===== src/rtl/core/dvrgb_pkg.sv =====
// ----------------------------------------------------------------------------
// dvrgb_pkg
// Shared constants and tables for the direction vector color pipeline.
// ----------------------------------------------------------------------------
`default_nettype none

package dvrgb_pkg;

  localparam int CW_DEF       = 24;  // component width
  localparam int AFB_DEF      = 8;   // angle fraction bits
  localparam int ACC_BITS     = 24;  // cordic angle fraction bits
  localparam int CORDIC_STEPS = 28;
  localparam int MAG_W        = 32;  // magnitude width into a cordic
  localparam int NORM_MSB     = 40;  // cordic operands normalized to [2^40, 2^41)
  localparam int CORDIC_XW    = 46;
  localparam int CORDIC_ZW    = 33;
  localparam int ANG_W        = 31;  // clamped angle, 0..90 deg, ACC_BITS fraction
  localparam int SC_MSB       = 29;  // plunge operands scaled to [2^29, 2^30)
  localparam int SC_W         = 30;
  localparam int SQRT_STEPS   = 32;
  localparam int RAD_W        = 64;
  localparam int ROOT_W       = 32;

  // pipeline depths
  localparam int CORDIC_LAT = CORDIC_STEPS + 3;
  localparam int SCALE_LAT  = 4;
  localparam int CHAN_LAT   = 3;

  localparam logic [ANG_W-1:0] ANG_TOP = ANG_W'(90) << ACC_BITS;
  localparam logic [33:0]      HALF_TURN = 34'd180 << ACC_BITS;

  // atan(2^-i) in degrees, ACC_BITS fraction bits
  localparam logic [31:0] ATAN_TAB [CORDIC_STEPS] = '{
    32'd754974720, 32'd445687602, 32'd235489088, 32'd119537938, 32'd60000934,
    32'd30029717,  32'd15018523,  32'd7509720,   32'd3754917,   32'd1877466,
    32'd938734,    32'd469367,    32'd234684,    32'd117342,    32'd58671,
    32'd29335,     32'd14668,     32'd7334,      32'd3667,      32'd1833,
    32'd917,       32'd458,       32'd229,       32'd115,       32'd57,
    32'd29,        32'd14,        32'd7
  };

endpackage

`default_nettype wire


===== src/rtl/core/dvrgb_isqrt_cell.sv =====
// ----------------------------------------------------------------------------
// dvrgb_isqrt_cell
// One digit of the bitwise integer square root, registered.
// ----------------------------------------------------------------------------
`default_nettype none

module dvrgb_isqrt_cell
  import dvrgb_pkg::*;
#(
  parameter int IDX = 0
) (
  input  logic             clk,
  input  logic [RAD_W-1:0] v_in,
  input  logic [RAD_W-1:0] res_in,
  output logic [RAD_W-1:0] v_out,
  output logic [RAD_W-1:0] res_out
);

  localparam logic [RAD_W-1:0] BIT = RAD_W'(1) << (62 - 2 * IDX);

  logic [RAD_W-1:0] v_r, v_nxt, res_r, res_nxt, trial;

  always_comb begin
    trial = res_in + BIT;
    if (v_in >= trial) begin
      v_nxt   = v_in - trial;
      res_nxt = (res_in >> 1) + BIT;
    end else begin
      v_nxt   = v_in;
      res_nxt = res_in >> 1;
    end
  end

  always_ff @(posedge clk) begin
    v_r   <= v_nxt;
    res_r <= res_nxt;
  end

  assign v_out   = v_r;
  assign res_out = res_r;

endmodule

`default_nettype wire


===== config.mk =====
export PLATFORM = sky130hd
export DESIGN_NAME = dvrgb_isqrt_cell
export DESIGN_NICKNAME = d
export VERILOG_FILES = /design/src/rtl/core/dvrgb_pkg.sv /design/src/rtl/core/dvrgb_isqrt_cell.sv
export SDC_FILE = /design/constraint.sdc
export NUM_CORES = 1
export LEC_CHECK = 0
export ABC_AREA = 1
export ABC_CLOCK_PERIOD_IN_PS = 3600
export BUFFER_PORTS_ARGS = -buffer_cell sky130_fd_sc_hd__buf_2
export CAP_MARGIN = 30
export CORE_MARGIN = 3
export CORE_UTILIZATION = 55
export CTS_BUF_LIST = sky130_fd_sc_hd__clkbuf_4 sky130_fd_sc_hd__clkbuf_8
export CTS_CLUSTER_DIAMETER = 30
export CTS_CLUSTER_SIZE = 12
export DETAILED_ROUTE_END_ITERATION = 6
export GPL_TIMING_DRIVEN = 0
export PLACE_DENSITY = 0.81
export SYNTH_ARGS = -nofsm -noshare
export SYNTH_HDL_FRONTEND = slang
export SYNTH_SLANG_ARGS = --single-unit
export TNS_END_PERCENT = 100

===== constraint.sdc =====
create_clock -name clk -period 3.6 [get_ports clk]
set_input_delay 0.72 -clock clk [delete_from_list [all_inputs] [get_ports clk]]
set_output_delay 0.72 -clock clk [all_outputs]
set_load 0.005 [all_outputs]

==> Word-level counts from Yosys, hierarchy flattened <==
Index checks and enable logic that the tools add are counted.
{ "totals": {"ff_bits": 128, "inputBits": 129, "output_inout_bits": 128, "word_cells": 9} }
{ "op_classes": {"n_addsub": 3, "magnitude_cmp": 1, "mux": 2} }
{ "ops": {"columns": ["cell", "n"], "rows": [
  ["63-bit by 63-bit adder with 64-bit output (second input constant)", 1],
  ["64-bit by 63-bit adder with 64-bit output (second input constant)", 1],
  ["64-bit greater-or-equal comparator", 1],
  ["64-bit 2-to-1 mux", 1],
  ["64-bit subtractor", 1],
  ["63-bit 2-to-1 mux", 1]
]} }

==> Depth between registers and ports, before layout <==
Gate-level depths: netlist (run 1).
{ "logic_depth": {"word_depth": 3, "depth_mapped": 18} }

==> Least setup slack after synthesis (run 1) <==
OpenSTA, ideal clock, no wires.
{ "synth_path": {"path_kind": "input to register", "start": "input port v_in[0]", "end": "register v_r[44], in the netlist v_out[44]", "setup_ns": 0.058, "arrival_time_ns": 2.509, "slack_ns": 1.033, "cell_stages": 18, "cell_sequence": "inv_1 ha_1 fa_1 inv_1 nand3_1 nand2_4 nand2_2 nand2_2 nand2_1 nand2_2 nand2_2 nand3_2 nand2_2 nand2_4 buf_6 buf_12 nand3_2 nand2_1"} }
{ "synth_between": {"elab_chain_cells": 2, "word_cells_on_any_way": 3, "cone_classes": "add/sub: 1; order compare: 1; mux: 1"} }
{ "synth_rtl": {"columns": ["item", "line", "source"], "rows": [
  ["start: declaration", "dvrgb_isqrt_cell.sv:13", "input logic [RAD_W-1:0] v_in,"],
  ["64-bit subtractor / 64-bit greater-or-equal comparator (equally long branches)", "dvrgb_isqrt_cell.sv:26, dvrgb_isqrt_cell.sv:25", null],
  ["64-bit 2-to-1 mux (*)", "dvrgb_isqrt_cell.sv:25", "if (v_in >= trial) begin"],
  ["named net v_nxt[44]", "dvrgb_isqrt_cell.sv:21", "logic [RAD_W-1:0] v_r, v_nxt, res_r, res_nxt, trial;"],
  ["end signal: assignment", "dvrgb_isqrt_cell.sv:35", "v_r <= v_nxt;"],
  ["end: declaration", "dvrgb_isqrt_cell.sv:21", null]
]} }
The timed path passes the listed nets; every way through them passes the cells marked *.
A chain may end at the register's enable or synchronous reset.

==> Worst setup path after layout (run 1) <==
{ "layout_path": {"start": "input port v_in[0]", "end": "register v_r[56], in the netlist v_out[56]"} }
The elaborated chain is that of the path after synthesis.

==> results of run 1 <==
==> cell families after synthesis <==
| family | count (synthesis) | synth area share |
|---|---|---|
| simple gates | 1015 | 0.426 |
| buf+inv | 420 | 0.169 |
| flops | 128 | 0.265 |
| fa+ha+maj | 65 | 0.0848 |
| compound gates | 52 | 0.0273 |
| xor+xnor | 32 | 0.0290 |
==> worst max-delay path, stage by stage <==
cell	delay, ns
buf_2	0.08
inv_1	0.05
ha_1	0.23
fa_1	0.43
inv_1	0.12
nand3_1	0.12
nand2_4	0.13
nand2_2	0.06
nand2_2	0.10
nand2_1	0.07
nand2_2	0.16
nand2_2	0.08
nand3_2	0.07
nand2_2	0.06
nand2_4	0.09
buf_2	0.32
nand3_1	0.26
nand2_1	0.10
==> Yosys cell counts (2+ instances only) <==
library cell,number,area share
nor4_1,3,0.0019
nand3_1,79,0.041
nand2_1,762,0.30
nand4_1,20,0.013
nor2_2,7,0.0045
a21oi_1,43,0.022
inv_1,401,0.16
xor2_1,30,0.027
nand3_2,11,0.011
buf_6,3,0.0035
dfxtp_1,128,0.26
nor3_2,3,0.0031
nor3_1,7,0.0036
ha_1,64,0.083
nand2_4,2,0.0023
xnor2_1,2,0.0018
nor2_1,112,0.043
and2_1,2,0.0013
nand2_2,6,0.0039
buf_2,8,0.0041
o21ai_0,7,0.0036
inv_2,5,0.0019
==> cell type report <==
type / instances / area share
Tap cell: 220 / 0.0237
Sequential cell: 128 / 0.221
Inverter: 407 / 0.132
Multi-Input combinational cell: 1164 / 0.472
Clock inverter: 11 / 0.0101
Timing Repair Buffer: 256 / 0.110
Buffer: 13 / 0.00873
Clock buffer: 19 / 0.0220
Antenna cell: 1 / 0.000216
==> metal layers <==
| layer | routed length, um | vias up | global-route usage |
|---|---|---|---|
| li1 | - | 5582 | - |
| met3 | 3400 | 71 | 0.0752 |
| met4 | 1290 | 0 | 0.138 |
| met1 | 14600 | 4942 | 0.450 |
| met2 | 15900 | 514 | 0.588 |
| met5 | 0 | - | 0 |
==> sequential cells by signal, indices dropped and copies added (netlist names) <==
register,count
v_out,64
res_out,64
==> power groups by stage <==
| stage | clock network [mW] | logic (mW) | registers (mW) |
|---|---|---|---|
| after global placement | 0 | 1.58 | 1.68 |
| after CTS | 1.25 | 1.63 | 1.66 |
| after global routing | 1.31 | 1.83 | 1.67 |
| after floorplan | 0 | 0.937 | 1.72 |
| after detailed placement | 0 | 1.62 | 1.69 |
| final | 1.25 | 1.66 | 1.66 |
==> through the flow <==
step                area (um^2)  cells  hold WS, ns
floorplan                  9680   1712        0.748
global placement          11200   2188        0.836
detailed placement        11200   2188        0.838
CTS                       11600   2218        0.357
global route              11600   2219        0.358
finish                    11600   2219        0.368
==> worst min path at each step <==
stage	start	cells after the start	end	slack, ns
after detailed placement	res_in[60]	1	res_out[59]$_DFF_P_	0.84
after floorplan	res_in[1]	0	res_out[0]$_DFF_P_	0.75
after CTS	res_in[14]	1	res_out[13]$_DFF_P_	0.36
final	res_in[13]	1	res_out[12]$_DFF_P_	0.37
after global routing	res_in[3]	1	res_out[2]$_DFF_P_	0.36
after global placement	res_in[57]	1	res_out[56]$_DFF_P_	0.84
==> results.cfg, run 1 <==
[placed_design]
post-place-ws_ns = 0.336
finalWeightedCongestion = 0.980
port_buffers = 256
hpwl_um = 30000

[finish]
drive_above_1_share = 0.168
nets = 2181
area_growth_pct = 20.0
mostFrequentLayoutCells = 762 x nand2_1, 401 x inv_1, 264 x buf_2, 128 x dfxtp_1, 112 x nor2_1
ff_latch_area_um2 = 2560
fillCellCount = 1567
multiInputGateArea_um2 = 5480
final_common_cell = nand2_1
fin_util = 0.688

[synth]
avgSynthCellArea_um2 = 5.65
async_reset_ff_frac = 0
yosysWarnings = 0
syn-cell-area_um2 = 9680
ys_ff_latch = 128
synth_cells = 1712
synthFlopType = dfxtp_1
synth-edff-count = 0
syn-num-nets = 1906
synthDistinctLibCells = 29
synth_seq_area_share = 0.265

[power]
powerDensity_nw_per_um2 = 394
p_clk_frac = 0.274
seqPwrFrac = 0.363
p_leak_nw = 7.56
p_comb_frac = 0.363
ir_drop_mv = 0.248
power.total_mw = 4.57
p_sw_frac = 0.383
p_int_mw = 2.82
p_sw_mw = 1.75

[clocking]
cts_buffer_depth = 2
cts-root-buf = clkbuf_8
htreeDepth = 4
hold_buffers = 0
clkTransAtPathRegs_ns = 0.08
tritoncts = yes
cts_sinks = 128
post-cts-setup-buffers = 0
cts_resized = 0
cts_buffers = 17

[floorplanning]
ios = 257
fp.dieArea_um2 = 19200
row_count = 47
start_util = 0.573
die_y_um = 139
die_w_um = 139
core_um2 = 16900

[route]
drcViolationCount = 3
vias = 11100
initialDrtViolationCount = 974
firstDrtPassIters = 7
wl_per_cell_um = 15.9
viasPerCell = 5.01
routed_wl_um = 35200
drtAntennaViolNets = 0

[timing]
tns_ns = 0
setup_viol = 0
rsz0062_at_grt = false
worstMarginPinSlew_ns = 0.438
hold_viol_final = 0
setup_ws_ns = 0.723
finalMaxSlewViolations = 0
slew_headroom = 0.707
fin_crit_ns = 2.88
fmaxAchievable_mhz = 348
timing.final.crit_share = 0.799

[worst_setup_path]
arrival_ns = 3.28
required_ns = 4.00
critPathLaunchType = primary input
cp_max_fo = 10
endpoint = v_out[56]$_DFF_P_
critical_path_class = in2reg
critPathLaunch = v_in[0]
cp-end-kind = register

[grt]
grt.overflow.total = 0
grt_pass1_wl_um = 53900
grt_max_degree = 17
antenna_found_initial = 1
grt_util_all_layers = 0.353
grt_pass1_vias = 10400

[outcome]
violations = DRC
status = finished, violations left

[run]
drv_cap = 0

[worst_hold_path]
hold_path_class = in2reg
Power figures use the tool's default switching activity.
==> run 2, diff against run 1 <==
- ABC_CLOCK_PERIOD_IN_PS: 3600 -> 2300
- CORE_UTILIZATION: 55 -> 50
- PLACE_DENSITY: 0.81 -> 0.77
- clock period: 3.6 -> 2.3 ns (I/O delays scaled with it)
==> run 2 against run 1 <==
Net effect:
- the run still ends with DRC left
- combinational power grew 60%
- sequential power grew 56%
- flip-flop and latch count is the same
- largest power group is now combinational cells
==> results.cfg, run 2 (same netlist as run 1, synthesis figures left out) <==
[timing]
setup_viol = 0
tns_ns = 0
worstMarginPinSlew_ns = 0.497
slew_headroom = 0.667
fin_crit_ns = 2.25
fmaxAchievable_mhz = 445
hold_viol_final = 0
finalMaxSlewViolations = 0
timing.final.crit_share = 0.977

[worst_hold_path]
hold_path_class = in2reg
hold_path_depth = 1

[clocking]
cts_buffer_depth = 2
cts_buffers = 17
cts_sinks = 128
hold_buffers = 0
tritoncts = yes
clkTransAtPathRegs_ns = 0.09
htreeDepth = 4
cts-root-buf = clkbuf_8

[route]
firstDrtPassIters = 7
routed_wl_um = 34900
drtAntennaViolNets = 0
wl_per_cell_um = 15.4
vias = 10900
viasPerCell = 4.81
initialDrtViolationCount = 797
drcViolationCount = 7

[finish]
drive_above_1_share = 0.180
area_growth_pct = 23.6
fin_util = 0.635
final_common_cell = nand2_1
nets = 2189
fillCellCount = 1844
antenna_cells = 0
mostFrequentLayoutCells = 757 x nand2_1, 400 x inv_1, 256 x buf_2, 128 x dfxtp_1, 110 x nor2_1

[grt]
grt_max_degree = 17
grt_util_all_layers = 0.318
antenna_found_initial = 0
grt_pass1_vias = 10100
grt.overflow.total = 0
grt_pass1_wl_um = 53000

[outcome]
violations = DRC
status = finished, violations left

[worst_setup_path]
cp_max_fo = 10
required_ns = 2.70
cp_cell_sequence = buf_2 > inv_1 > ha_2 > fa_2 > inv_2 > nand3_2 > nand2_4 > nand2_2 > nand2_4 > nand2_1 > nand2_2 > nand2_2 > nand3_2 > nand2_2 > nand2_8 > buf_8 > nand3_1 > nand2_1
cp-end-kind = register
critPathLaunchType = primary input
cp_common_cell = nand2_2
cp_top_family = simple AND/OR/NAND/NOR gates
critPathBufInv = 4
cp_slowest_cell = fa_2
critical_path_class = in2reg
path_depth = 18
arrival_ns = 2.65
cp_slowest_stage_delay_ns = 0.40

[placed_design]
hpwl_um = 29700
port_buffers = 256
finalWeightedCongestion = 0.950

[run]
drv_cap = 0

[power]
powerDensity_nw_per_um2 = 644
p_leak_nw = 7.67
power.total_mw = 7.70
ir_drop_mv = 0.385

[floorplanning]
fp.dieArea_um2 = 21100
ios = 257
core_um2 = 18800
die_y_um = 145
row_count = 50
die_w_um = 145
start_util = 0.514
[run 2: per-stage QoR]
stage / std cells / cell area (um^2) / hold WS (ns) / setup WS [ns]
2_1_floorplan: 1712 / 9680 / 0.488 / 0.0429
3_3_place_gp: 2228 / 11300 / 0.577 / -0.798
3_5_place_dp: 2228 / 11300 / 0.577 / -0.765
4_1_cts: 2261 / 11800 / 0.0922 / -0.0455
5_1_grt: 2268 / 12000 / 0.0938 / -0.0368
6_report: 2268 / 12000 / 0.102 / 0.0534
[run 2: layer usage]
layer  global-route usage  wire length, um
met3               0.0394             2450
met5                    0                0
met1                0.413            15000
met4                0.109             1300
met2                0.547            16200
[run 2: power by group]
| group | switching, mW | internal (mW) | total [mW] |
|---|---|---|---|
| Sequential | 0.0720 | 2.52 | 2.59 |
| Combinational | 1.68 | 0.979 | 2.66 |
| Clock | 1.02 | 1.42 | 2.44 |
| Total | 2.78 | 4.92 | 7.70 |
[run 2: worst paths after layout]
| check | from | end |
|---|---|---|
| max | v_in[0] | v_out[49]$_DFF_P_ |
| min | res_in[26] | res_out[25]$_DFF_P_ |
[run 2: final cells by class]
type | count | area, um^2 | area share
Buffer | 12 | 129 | 0.0108
Clock buffer | 21 | 289 | 0.0242
Clock inverter | 11 | 200 | 0.0167
Inverter | 407 | 1540 | 0.128
Multi-Input combinational cell | 1164 | 5550 | 0.464
Sequential cell | 128 | 2560 | 0.214
Tap cell | 260 | 325 | 0.0272
Timing Repair Buffer | 265 | 1370 | 0.114
[run 2: timing repair]
item                       CTS  global route
gates cloned                 0             1
resized for setup           13            25
buffers inserted             2             6
setup endpoints to repair   66            66
pin swaps                    2             4
==> run 3, diff against run 2 <==
- ABC_CLOCK_PERIOD_IN_PS: 2300 -> 2490
- CORE_UTILIZATION: 50 -> 55
- PLACE_DENSITY: 0.77 -> 0.81
- clock period: 2.3 -> 2.49 ns (I/O delays scaled with it)
==> run 3 against run 2 <==
Net effect:
- the flow now finishes without violations
- design area is 2.6% lower
- wire length is 0.93% higher
- die area is 8.7% lower
- cell count is 2.2% lower
- combinational power is 9.0% lower
- clock power is 25% lower
- critical path depth is 6 lower
- global-route usage is 3.6 points higher
- flip-flop and latch count stayed put
- sequential share of layout area is 0.57 points higher
- utilization is 5.5 points higher
==> results.cfg, run 3 (same netlist as run 1, synthesis figures left out) <==
[outcome]
status = completed

[placed_design]
port_buffers = 256
place_area_um2 = 11200
hpwl_um = 30000
finalWeightedCongestion = 0.980

[floorplanning]
row_count = 47
start_util = 0.573
fp.dieArea_um2 = 19200
ios = 257
die_y_um = 139
core_um2 = 16900
die_w_um = 139

[route]
vias = 11200
initialDrtViolationCount = 950
wl_per_cell_um = 15.9
drcViolationCount = 0
drtAntennaViolNets = 0
viasPerCell = 5.05
routed_wl_um = 35300
firstDrtPassIters = 6

[timing]
worstMarginPinSlew_ns = 0.391
finalMaxSlewViolations = 0
timing.final.crit_share = 0.985
fmaxAchievable_mhz = 408
fin_crit_ns = 2.45
setup_viol = 0
hold_viol_final = 0
rsz0062_at_grt = true
timing.hold.ws_ns = 0.147
slew_headroom = 0.738
tns_ns = 0

[finish]
stdcell_area_um2 = 11600
mostFrequentLayoutCells = 762 x nand2_1, 401 x inv_1, 257 x buf_2, 128 x dfxtp_1, 111 x nor2_1
fillCellCount = 1553
final_common_cell = nand2_1
area_growth_pct = 20.4
drive_above_1_share = 0.169
nets = 2181

[grt]
grt_util_all_layers = 0.353
grt_pass1_vias = 10400
grt_pass1_wl_um = 53900
grt.overflow.total = 0
grt_max_degree = 17
antenna_found_initial = 1

[worst_setup_path]
cp-end-kind = register
critPathLaunch = v_in[59]
required_ns = 2.89
critPathLaunchType = primary input
cp_max_fo = 10
arrival_ns = 2.85
critical_path_class = in2reg

[power]
powerDensity_nw_per_um2 = 570
p_leak_nw = 7.57
ir_drop_mv = 0.359

[worst_hold_path]
hold_path_depth = 1
hold_path_class = in2reg
min_from = res_in[42]
min_to = res_out[41]$_DFF_P_

[clocking]
cts_buffer_depth = 2
tritoncts = yes
cts_buffers = 17
clkTransAtPathRegs_ns = 0.09
cts-root-buf = clkbuf_8
cts_sinks = 128
hold_buffers = 0
htreeDepth = 4

[run]
drv_cap = 0
[run 3: area by class of cell]
class | count | area, um^2 | share of cell area
tap | 220 | 275 | 0.0236
buffer | 13 | 130 | 0.0112
clock buffer | 19 | 255 | 0.0219
timing repair buffer | 256 | 1280 | 0.110
multi-input combinational | 1164 | 5490 | 0.472
antenna | 1 | 2.50 | 0.000215
inverter | 407 | 1530 | 0.131
clock inverter | 11 | 118 | 0.0101
sequential | 128 | 2560 | 0.220
[run 3: stage by stage]
stage	total power, mW	util	std cells	worst slack [ns]
floorplan	3.84	-	1712	0.145
global placement	4.70	0.666	2188	-0.473
detailed placement	4.78	0.666	2188	-0.552
CTS	6.56	0.688	2218	0.0172
global route	6.98	0.690	2219	-0.0243
finish	6.64	0.690	2219	0.0375
[run 3: worst max path at each step]
stage                        endpoint  slack, ns  cells after the start
floorplan           v_out[44]$_DFF_P_       0.14                     18
global placement    v_out[56]$_DFF_P_      -0.47                     18
detailed placement  v_out[56]$_DFF_P_      -0.55                     18
CTS                 v_out[43]$_DFF_P_       0.02                     19
global route        v_out[56]$_DFF_P_      -0.02                     18
finish              v_out[21]$_DFF_P_       0.04                     12
[run 3: critical path, cell delays in order]
cell     delay (ns)
buf_2          0.11
ha_1           0.38
a21oi_1        0.25
o21ai_0        0.21
a21oi_1        0.35
nand2_1        0.09
nor2_1         0.19
nand2_4        0.11
inv_4          0.23
buf_4          0.23
nand2_1        0.08
nand2_1        0.11
[run 3: power breakdown]
group | leakage [nW] | internal, mW | switching (mW) | total [mW]
combinational | 6.30 | 0.860 | 1.57 | 2.42
sequential | 1.08 | 2.33 | 0.0683 | 2.40
clock | 0.190 | 0.908 | 0.908 | 1.82
[run 3: timing repair]
item,in CTS,in global routing
resized for setup,2,15
setup endpoints to repair,6,63
cloned,0,0
setup buffers,0,0
[run 3: metal layers]
layer	up-vias	routed length [um]	track usage
li1	5586	-	-
met1	4957	14600	0.450
met2	564	15900	0.587
met3	89	3440	0.0762
met4	0	1350	0.138
met5	-	0	0
