### src/rtl/core/dvrgb_pkg.sv
// ----------------------------------------------------------------------------
// dvrgb_pkg
// Shared constants and tables for the direction vector color pipeline.
// ----------------------------------------------------------------------------
`default_nettype none

package dvrgb_pkg;

  localparam int CW_DEF       = 24;  // component width
  localparam int AFB_DEF      = 8;   // angle fraction bits
  localparam int ACC_BITS     = 24;  // cordic angle fraction bits
  localparam int CORDIC_STEPS = 28;
  localparam int MAG_W        = 32;  // magnitude width into a cordic
  localparam int NORM_MSB     = 40;  // cordic operands normalized to [2^40, 2^41)
  localparam int CORDIC_XW    = 46;
  localparam int CORDIC_ZW    = 33;
  localparam int ANG_W        = 31;  // clamped angle, 0..90 deg, ACC_BITS fraction
  localparam int SC_MSB       = 29;  // plunge operands scaled to [2^29, 2^30)
  localparam int SC_W         = 30;
  localparam int SQRT_STEPS   = 32;
  localparam int RAD_W        = 64;
  localparam int ROOT_W       = 32;

  // pipeline depths
  localparam int CORDIC_LAT = CORDIC_STEPS + 3;
  localparam int SCALE_LAT  = 4;
  localparam int CHAN_LAT   = 3;

  localparam logic [ANG_W-1:0] ANG_TOP = ANG_W'(90) << ACC_BITS;
  localparam logic [33:0]      HALF_TURN = 34'd180 << ACC_BITS;

  // atan(2^-i) in degrees, ACC_BITS fraction bits
  localparam logic [31:0] ATAN_TAB [CORDIC_STEPS] = '{
    32'd754974720, 32'd445687602, 32'd235489088, 32'd119537938, 32'd60000934,
    32'd30029717,  32'd15018523,  32'd7509720,   32'd3754917,   32'd1877466,
    32'd938734,    32'd469367,    32'd234684,    32'd117342,    32'd58671,
    32'd29335,     32'd14668,     32'd7334,      32'd3667,      32'd1833,
    32'd917,       32'd458,       32'd229,       32'd115,       32'd57,
    32'd29,        32'd14,        32'd7
  };

endpackage

`default_nettype wire

### src/rtl/core/dvrgb_chan.sv
// ----------------------------------------------------------------------------
// dvrgb_chan
// Blend toward white for one channel: product, then ceil divide by reciprocal.
// ----------------------------------------------------------------------------
`default_nettype none

module dvrgb_chan
  import dvrgb_pkg::*;
#(
  parameter int ANGLE_FRACTION_BITS = AFB_DEF
) (
  input  logic                           clk,
  input  logic [ANGLE_FRACTION_BITS+6:0] weight,
  input  logic [ANGLE_FRACTION_BITS+6:0] plunge,
  output logic [7:0]                     shade
);

  localparam int AW = ANGLE_FRACTION_BITS + 7;
  localparam int KW = AW + 8;
  localparam int NW = 22 + 2 * ANGLE_FRACTION_BITS;
  localparam logic [AW-1:0] WFULL = AW'(120) << ANGLE_FRACTION_BITS;
  localparam logic [NW-1:0] DEN   = NW'(10800) << (2 * ANGLE_FRACTION_BITS);
  // divisor is 675 << SH; the biased sum stays below 256 * 675 after the shift
  localparam int SH = 2 * ANGLE_FRACTION_BITS + 4;
  localparam int QW = 18;
  localparam int PW = QW + 19;
  localparam logic [18:0] RECIP = 19'd397683;  // ceil(2^28 / 675)

  logic [AW-1:0] d;
  logic [KW-1:0] k;
  logic [NW-1:0] prod_r, prod_nxt, sum_r;
  logic [QW-1:0] sq;
  logic [PW-1:0] qp;
  logic [7:0]    q_r;

  always_comb begin
    d        = WFULL - weight;
    k        = (KW'(d) << 8) - KW'(d);
    prod_nxt = NW'(k) * NW'(plunge);
  end

  always_comb begin
    sq = QW'(sum_r >> SH);
    qp = PW'(sq) * PW'(RECIP);
  end

  always_ff @(posedge clk) begin
    prod_r <= prod_nxt;
    sum_r  <= prod_r + (DEN - NW'(1));  // ceil by floor of biased value
    q_r    <= qp[28 +: 8];
  end

  assign shade = 8'd255 - q_r;

endmodule

`default_nettype wire
### config.mk
export PLATFORM = sky130hd
export DESIGN_NAME = dvrgb_chan
export DESIGN_NICKNAME = d
export VERILOG_FILES = /design/src/rtl/core/dvrgb_pkg.sv /design/src/rtl/core/dvrgb_chan.sv
export SDC_FILE = /design/constraint.sdc
export NUM_CORES = 1
export LEC_CHECK = 0
export BUFFER_PORTS_ARGS = -buffer_cell sky130_fd_sc_hd__buf_2
export CAP_MARGIN = 10
export CORE_AREA = 10 10 148 286
export DETAILED_ROUTE_END_ITERATION = 12
export DIE_AREA = 0 0 158 296
export PLACE_DENSITY = 0.68
export SKIP_CTS_REPAIR_TIMING = 1
export SLEW_MARGIN = 20
export SYNTH_ARGS = -nofsm -noshare
export SYNTH_HDL_FRONTEND = slang
export SYNTH_SLANG_ARGS = --single-unit
### constraint.sdc
create_clock -name clk -period 11.94 [get_ports clk]
set_input_delay 2.388 -clock clk [delete_from_list [all_inputs] [get_ports clk]]
set_output_delay 2.388 -clock clk [all_outputs]
set_load 0.05 [all_outputs]
After elaboration in Yosys (flattened, before gate mapping)

Cells that the tools add are included.

Register bits: 84
Latch bits: 0
Memory bits (writable): 0
Bits in read-only memories: 0
Bits of input ports: 31
Output and inout port bits: 8
Word-level logic and storage cells: 9
Memories: 0

Add/sub/neg operators: 4
$mul: 2
Div/mod/pow operators: 0
Order comparisons: 0
Eq/ne operators: 0
Shifts and indexed selects: 0
Multiplexer cells: 0
Bitwise logic cells: 0
Reductions and logical operators: 0

Operator list:

| operator                 | count |
|---|---|
| $add A38 B30 Y38 const B | 1 |
| $mul A23 B15 Y38         | 1 |
| $mul A18 B19 Y36 const B | 1 |
| $sub A23 B15 Y23         | 1 |
| $sub A15 B15 Y15 const A | 1 |
| $sub A8 B8 Y8 const A    | 1 |

Logic depth before layout (Yosys ltp)

Gate-level depths: netlist of the first run.

Depth in word-level cells: 3
Mapped depth: 40
Mapped depth without buffers: 37

Worst setup path before layout of the first run

OpenSTA, ideal clock, no wires.

Kind: input port to flip-flop
Start: input weight[0]
End: register prod_r[36]
Library setup time: 0.072 ns
Data arrival time: 11.469 ns
Required time: 11.868 ns
Path slack: 0.399 ns
Stages: 40
Cell sequence: clkbuf_1 inv_1 ha_1 clkbuf_1 or3b_2 nor2_1 xor2_1 ha_1 inv_1 nor4_1 a311o_1 maj3_1 a31oi_1 o211ai_1 a311oi_1 a21oi_2 xor2_2 buf_4 [4 not listed] inv_1 fa_1 fa_1 fa_1 inv_1 fa_1 inv_1 ha_1 a21o_1 a21o_1 a21oi_1 o21bai_1 a21oi_1 a31oi_1 o41ai_1 o311ai_0 a21oi_1 xnor2_1

Longest elaborated chain between the ends: 3

RTL lines:

| what                   | line             | source |
|---|---|---|
| start: declaration     | dvrgb_chan.sv:13 | `input logic [ANGLE_FRACTION_BITS+6:0] weight,` |
| $sub A15 B15 Y15       | dvrgb_chan.sv:37 | `d = WFULL - weight;` |
| $sub A23 B15 Y23       | dvrgb_chan.sv:38 | `k = (KW'(d) << 8) - KW'(d);` |
| $mul A23 B15 Y38       | dvrgb_chan.sv:39 | `prod_nxt = NW'(k) * NW'(plunge);` |
| net prod_nxt[36]       | dvrgb_chan.sv:31 | `logic [NW-1:0] prod_r, prod_nxt, sum_r;` |
| end signal: assignment | dvrgb_chan.sv:48 | `prod_r <= prod_nxt;` |
| end: declaration       | dvrgb_chan.sv:31 |  |

The timed path passes the listed nets, and every way through them passes these cells.

Worst setup path after layout of the first run

Start: input weight[1]
End: register prod_r[36]

The elaborated chain is that of the path after synthesis.

==> tab_implementation.tex, run 1 <==
\begin{tabular}{lr}
\hline
Metric & Value \\
\hline
\multicolumn{2}{l}{\textbf{Synthesis}} \\
\quad Post-synthesis instance total & 1995 \\
\quad Number of enable-type register cells in the synthesized netlist & 0 \\
\quad Post-synthesis instance area & 18600 um\^{}2 \\
\quad Post-Syn Nets & between 2000 and 3000 \\
\quad Warning count from the yosys run & 0 \\
\quad Number of synthesized register bits & 64 \\
\quad Fraction of the yosys area taken by sequential cells & 0.0689 \\
\quad Proportion of register bits with asynchronous set or reset after synthesis & 0 \\
\quad Count of cell types in the netlist & 68 \\
\quad Commonest register cell after synthesis & dfxtp\_1 \\
\quad Mapped Avg Cell Area & 9.32 um\^{}2 \\
\multicolumn{2}{l}{\textbf{Setup path}} \\
\quad Delay of the slowest cell on the worst path & roughly 0.55 ns \\
\quad Critical path's most frequent cell & fa\_1 \\
\quad Data arrival time at the worst-slack endpoint & 11.66 ns \\
\quad Worst-path cell with the longest stage delay & fa\_1 \\
\quad Worst Setup End Kind & flip-flop \\
\quad CP Launch Type & input port \\
\quad Largest driver fanout on the critical path & 8 \\
\quad Setup CP Type & input port to flip-flop \\
\quad Required time at the endpoint of the critical path & around 12 ns \\
\multicolumn{2}{l}{\textbf{CTS}} \\
\quad Clock tree from TritonCTS & built \\
\quad Sink count of the clock tree & 64 \\
\quad Inserted Clock Buffers & 9 \\
\quad H-tree lvl count & 3 \\
\quad Clock-pin slew of the registers on the worst-case setup and hold paths & 0.06 ns \\
\quad Maximum number of buffers from clock root to sink & 2 \\
\quad Source-to-sink clock delay at the later pin of the worst-skew pair & between 0.3 and 0.4 ns \\
\quad Buffer cell driving the clock tree root & clkbuf\_16 \\
\multicolumn{2}{l}{\textbf{Routing}} \\
\quad Final routed wire length divided by cell count & between 15 and 20 um \\
\quad Detailed-route via count & around 14000 \\
\quad Final antenna-violating net count & 0 \\
\quad Post-detailed-routing wire length & 48.0 mm \\
\quad Iter 0 DRT Violations & 552 \\
\quad Number of search-and-repair iterations in the first detailed-routing pass & 6 \\
\quad Via count normalized by instance count & $\sim$5.5 \\
\quad Number of remaining DRC errors & 0 \\
\multicolumn{2}{l}{\textbf{Final layout}} \\
\quad Number of nets in the finished design & 2666 \\
\quad Area taken by flip-flops and latches & between 1000 and 1500 um\^{}2 \\
\quad Fillers & about 3500 \\
\quad Top library cells by usage in the layout, fill and taps aside & inv\_1 (437), fa\_1 (363), ha\_1 (264) \\
\quad Area added between synthesis and finish & 5.48\% \\
\quad Most frequent standard cell in the layout excluding fill and tap cells & inv\_1 \\
\quad Number of diodes & 0 \\
\quad Combined area of the multi-input logic cells & between 15000 and 20000 um\^{}2 \\
\quad Share of cells above drive strength 1 & 0.0556 \\
\quad Non-filler cells in the finished layout & about 2500 \\
\multicolumn{2}{l}{\textbf{STA}} \\
\quad Count of final hold-check violations & 0 \\
\quad Measured slew at the worst slew-check pin & roughly 1.0 ns \\
\quad Final critical-path share of the clock period & 0.956 \\
\quad Final period demand of the worst path & about 11 ns \\
\quad Final setup vio count & 0 \\
\quad Max frequency & approximately 88 MHz \\
\quad Worst-case headroom to the max-slew limit & 0.330 \\
\quad Number of pins exceeding their max-slew limit in the final report & 0 \\
\quad RSZ-0062 raised after global routing & true \\
\quad Final hold slack & 0.435 ns \\
\quad Worst-case clock skew & 0.00469 ns \\
\multicolumn{2}{l}{\textbf{Worst hold path}} \\
\quad Hold Crit Class & flip-flop to flip-flop \\
\multicolumn{2}{l}{\textbf{Floorplan}} \\
\quad Die area & between 40000 and 50000 um\^{}2 \\
\quad Number of primary I/O pins & 39 \\
\quad Std cell rows & between 100 and 150 \\
\quad Die Height & 296 um \\
\quad Std-Cell Core Area & approximately 38000 um\^{}2 \\
\quad Initial standard-cell utilization of the core & 0.492 \\
\quad Die span in x & 158 um \\
\multicolumn{2}{l}{\textbf{Status}} \\
\quad Status & finished clean \\
\multicolumn{2}{l}{\textbf{Global route}} \\
\quad Antenna violations before repair & 0 \\
\quad Wire length of the first global-routing pass & 77.6 mm \\
\quad Largest net degree at the start of global routing & 25 \\
\quad All-layer global routing usage & 0.215 \\
\quad Via count of the first global-routing pass & about 15000 \\
\quad Overall overflow remaining after global route & 0 \\
\multicolumn{2}{l}{\textbf{Placement}} \\
\quad Cell count after placement & roughly 2500 \\
\quad Number of buffers inserted by port buffering & 38 \\
\quad Global placer's final weighted congestion & between 1 and 1.5 \\
\quad Placed wire-length estimate after detailed placement & 41.1 mm \\
\multicolumn{2}{l}{\textbf{Flow run}} \\
\quad Max cap viols & 0 \\
\hline
\end{tabular}
## stage by stage
stage               area [um^2]   util  worst slack, ns  TNS [ns]
floorplan                 18600      -            0.399         0
global placement          19300  0.511            0.359         0
detailed placement        19300  0.511           0.0680         0
CTS                       19600  0.519            0.413         0
global route              19600  0.519         -0.00856  -0.00856
finish                    19600  0.519            0.520         0
## sequential cells by signal, summed over array words and instances, names as in the netlist
signal / cells
q_r: 8
sum_r: 18
prod_r: 38
## layer usage
| layer | up-vias | track usage | routed length (um) |
|---|---|---|---|
| met2 | 387 | 0.420 | 27300 |
| met4 | 0 | 0.167 | 4160 |
| met5 | - | 0 | 0 |
| met1 | 6908 | 0.196 | 15100 |
| met3 | 188 | 0.0147 | 1360 |
| li1 | 6136 | - | - |
## area by class of cell
| cell class | instances | share of cell area |
|---|---|---|
| multi-input combinational | 1428 | 0.786 |
| inverter | 437 | 0.0836 |
| sequential | 64 | 0.0653 |
| tap | 463 | 0.0295 |
| timing repair buffer | 68 | 0.0212 |
| clock buffer | 11 | 0.0129 |
| clock inverter | 5 | 0.00191 |
## logic make-up (layout without fill, tap and decap cells)
logic type,count (synthesis),after routing,share of synthesized area
AOI/OAI and AO/OA,178,178,0.0657
xor gates and xnor gates,101,101,0.0492
adders and majority gates,629,629,0.569
buffers and inverters,503,521,0.103
DFF,64,64,0.0689
and+or+nand+nor,520,520,0.143
## cells in the mapped netlist (all sizes together) (4+ instances only)
library cell	instances	share of area
a21boi	4	0.0016
o21a	7	0.0028
nor2b	35	0.012
dfxtp	64	0.069
o21ai	24	0.0067
nor2	46	0.010
and3	9	0.0030
nand4	8	0.0027
o31ai	5	0.0030
buf	16	0.0050
and2	151	0.051
nor3	16	0.0043
xor2	38	0.018
fa	363	0.39
nand2b	21	0.0071
ha	264	0.18
nor4	10	0.0045
xnor2	63	0.031
a21o	19	0.0077
a31oi	8	0.0027
a21oi	57	0.016
a211oi	8	0.0032
o21bai	11	0.0044
nand2	197	0.040
inv	437	0.088
clkbuf	50	0.010
o211ai	6	0.0027
o221ai	5	0.0024
nand3	15	0.0040
## final timing paths
kind	slack [ns]	end	startpoint	cells after the start
setup / recovery	0.52	prod_r[36]	weight[1]	35
hold / removal	0.43	sum_r[37]	prod_r[37]	1
setup reg to reg	5.69	q_r[7]	sum_r[36]	20
hold reg to reg	0.43	sum_r[37]	prod_r[37]	1
## worst max-delay path: cells and delay by family
kind / cells / cell delay [ns]
adder cells (fa/ha/maj): 10 / 4.27
XOR/XNOR: 3 / 0.64
AND/OR/NAND/NOR: 6 / 1.29
AO/OA/AOI/OAI: 11 / 2.56
buffers and inverters: 5 / 0.51
Power of run 1 is not shown: default switching activity piles up to over one toggle a cycle in this logic, so the estimate is an artifact.
==> inputs of run 2 (changes only) <==
--- a/config.mk
+++ b/config.mk
@@ -7,10 +7,12 @@
 export LEC_CHECK = 0
 export BUFFER_PORTS_ARGS = -buffer_cell sky130_fd_sc_hd__buf_2
 export CAP_MARGIN = 10
-export CORE_AREA = 10 10 148 286
+export CELL_PAD_IN_SITES_DETAIL_PLACEMENT = 0
+export CELL_PAD_IN_SITES_GLOBAL_PLACEMENT = 1
+export CORE_AREA = 10 10 152 295
 export DETAILED_ROUTE_END_ITERATION = 12
-export DIE_AREA = 0 0 158 296
-export PLACE_DENSITY = 0.68
+export DIE_AREA = 0 0 162 305
+export PLACE_DENSITY_LB_ADDON = 0.1
 export SKIP_CTS_REPAIR_TIMING = 1
 export SLEW_MARGIN = 20
 export SYNTH_ARGS = -nofsm -noshare
==> tab_implementation.tex, run 2 (same netlist as run 1, synthesis figures left out) <==
\begin{tabular}{lr}
\hline
Metric & Value \\
\hline
\multicolumn{2}{l}{\textbf{Status}} \\
\quad Status & finished clean \\
\multicolumn{2}{l}{\textbf{STA}} \\
\quad Worst-case headroom to the max-slew limit & 0.340 \\
\quad Setup Total Neg Slack & 0 ns \\
\quad RSZ-0062 raised after global routing & false \\
\quad Final setup vio count & 0 \\
\quad Worst-case clock skew & between 0.007 and 0.008 ns \\
\quad Count of final hold-check violations & 0 \\
\quad Final period demand of the worst path & around 11 ns \\
\quad Measured slew at the worst slew-check pin & 0.989 ns \\
\quad Final critical-path share of the clock period & 0.954 \\
\quad Final hold slack & around 0.45 ns \\
\quad Number of pins exceeding their max-slew limit in the final report & 0 \\
\quad Max frequency & 87.8 MHz \\
\multicolumn{2}{l}{\textbf{Routing}} \\
\quad Final routed wire length divided by cell count & between 15 and 20 um \\
\quad Post-detailed-routing wire length & between 50 and 60 mm \\
\quad Iter 0 DRT Violations & between 400 and 500 \\
\quad Number of remaining DRC errors & 0 \\
\quad Final antenna-violating net count & 0 \\
\quad Number of search-and-repair iterations in the first detailed-routing pass & 5 \\
\quad Detailed-route via count & about 13000 \\
\quad Via count normalized by instance count & roughly 5.2 \\
\multicolumn{2}{l}{\textbf{Setup path}} \\
\quad Internal reg-to-reg setup slack & between 5 and 6 ns \\
\quad CP bufs+invs & 10 \\
\quad Setup CP Type & input port to flip-flop \\
\quad Startpoint of the lowest-slack register-to-register path & sum\_r[36] \\
\quad Gate family responsible for the most delay along the worst path & adder cells \\
\quad Worst Setup End Kind & flip-flop \\
\quad Data arrival time at the worst-slack endpoint & 11.65 ns \\
\quad FF-to-FF End & q\_r[7] \\
\quad Worst-path cell with the longest stage delay & fa\_1 \\
\quad Required time at the endpoint of the critical path & 12.21 ns \\
\quad Depth of the most critical reg-to-reg path & 20 \\
\quad CP Launch Type & input port \\
\quad Largest driver fanout on the critical path & 11 \\
\quad Delay of the slowest cell on the worst path & about 0.51 ns \\
\multicolumn{2}{l}{\textbf{Global route}} \\
\quad Antenna violations before repair & 0 \\
\quad Overall overflow remaining after global route & 0 \\
\quad All-layer global routing usage & 0.211 \\
\quad Wire length of the first global-routing pass & 80.3 mm \\
\quad Via count of the first global-routing pass & $\sim$15000 \\
\quad Largest net degree at the start of global routing & 24 \\
\multicolumn{2}{l}{\textbf{Final layout}} \\
\quad Most frequent standard cell in the layout excluding fill and tap cells & inv\_1 \\
\quad Largest registers ranked by flip-flop count & prod\_r: 38 flops, sum\_r: 18 flops, q\_r: 8 flops \\
\quad Top library cells by usage in the layout, fill and taps aside & inv\_1 (437), fa\_1 (363), ha\_1 (264) \\
\quad Area added between synthesis and finish & 7.09\% \\
\quad Number of nets in the finished design & about 2700 \\
\quad Max reg flops & 38 \\
\quad Register containing the most flip-flops in the final layout & prod\_r \\
\quad Number of diodes & 0 \\
\quad Fillers & between 3000 and 4000 \\
\quad Share of cells above drive strength 1 & 0.0672 \\
\quad Area taken by flip-flops and latches & around 1300 um\^{}2 \\
\quad Combined area of the multi-input logic cells & about 15000 um\^{}2 \\
\multicolumn{2}{l}{\textbf{Worst hold path}} \\
\quad Terminating pin of the worst hold path & sum\_r[32] \\
\quad Hold Crit Class & flip-flop to flip-flop \\
\quad Beginning of the worst hold path & prod\_r[32] \\
\quad Cell depth of the worst min-delay path & 1 \\
\multicolumn{2}{l}{\textbf{Floorplan}} \\
\quad Die area & just under 50000 um\^{}2 \\
\quad Number of primary I/O pins & 39 \\
\quad Std cell rows & between 100 and 150 \\
\quad Die span in x & 162 um \\
\quad Initial standard-cell utilization of the core & 0.464 \\
\quad Std-Cell Core Area & around 40000 um\^{}2 \\
\quad Die Height & about 300 um \\
\multicolumn{2}{l}{\textbf{Placement}} \\
\quad Number of buffers inserted by port buffering & 38 \\
\quad Placed wire-length estimate after detailed placement & between 40 and 50 mm \\
\quad Global placer's final weighted congestion & 0.979 \\
\multicolumn{2}{l}{\textbf{Flow run}} \\
\quad Max cap viols & 0 \\
\multicolumn{2}{l}{\textbf{CTS}} \\
\quad Clock-pin slew of the registers on the worst-case setup and hold paths & 0.05 ns \\
\quad Sink count of the clock tree & between 60 and 70 \\
\quad Maximum number of buffers from clock root to sink & 2 \\
\quad H-tree lvl count & 3 \\
\quad Clock tree from TritonCTS & built \\
\quad Source-to-sink clock delay at the later pin of the worst-skew pair & between 0.3 and 0.4 ns \\
\quad Buffer cell driving the clock tree root & clkbuf\_16 \\
\quad Inserted Clock Buffers & 9 \\
\hline
\end{tabular}
run 2: how the worst max path moves through the flow:
| stage | from | to | slack, ns | cells past startpoint |
|---|---|---|---|---|
| 5_1_grt | weight[1] | prod_r[34] | 0.04 | 40 |
| 3_5_place_dp | weight[1] | prod_r[34] | 0.13 | 40 |
| 2_1_floorplan | weight[0] | prod_r[36] | 0.40 | 40 |
| 4_1_cts | weight[1] | prod_r[34] | 0.50 | 40 |
| 3_3_place_gp | weight[1] | prod_r[35] | 0.35 | 39 |
| 6_report | weight[1] | prod_r[34] | 0.55 | 40 |
run 2: cell type report:
| class | instances | share of cell area |
|---|---|---|
| Inverter | 437 | 0.0824 |
| Sequential cell | 64 | 0.0643 |
| Multi-Input combinational cell | 1428 | 0.774 |
| Tap cell | 530 | 0.0333 |
| Clock inverter | 5 | 0.00283 |
| Clock buffer | 11 | 0.0122 |
| Timing Repair Buffer | 93 | 0.0309 |
run 2: routing by layer:
layer / global-route usage / share of wire
met5: 0 / 0
met1: 0.196 / 0.33
met3: 0.0173 / 0.024
met2: 0.423 / 0.58
met4: 0.124 / 0.064
run 2: through the flow:
stage          utilization  setup WS (ns)  std cells  cell area (um^2)
6_report             0.497          0.554       2568             19900
5_1_grt              0.497         0.0428       2568             19900
4_1_cts              0.497          0.496       2568             19900
3_5_place_dp         0.489          0.128       2552             19600
3_3_place_gp         0.489          0.350       2552             19600
2_1_floorplan            -          0.399       1995             18600
Power of run 2 is left out for the same reason.
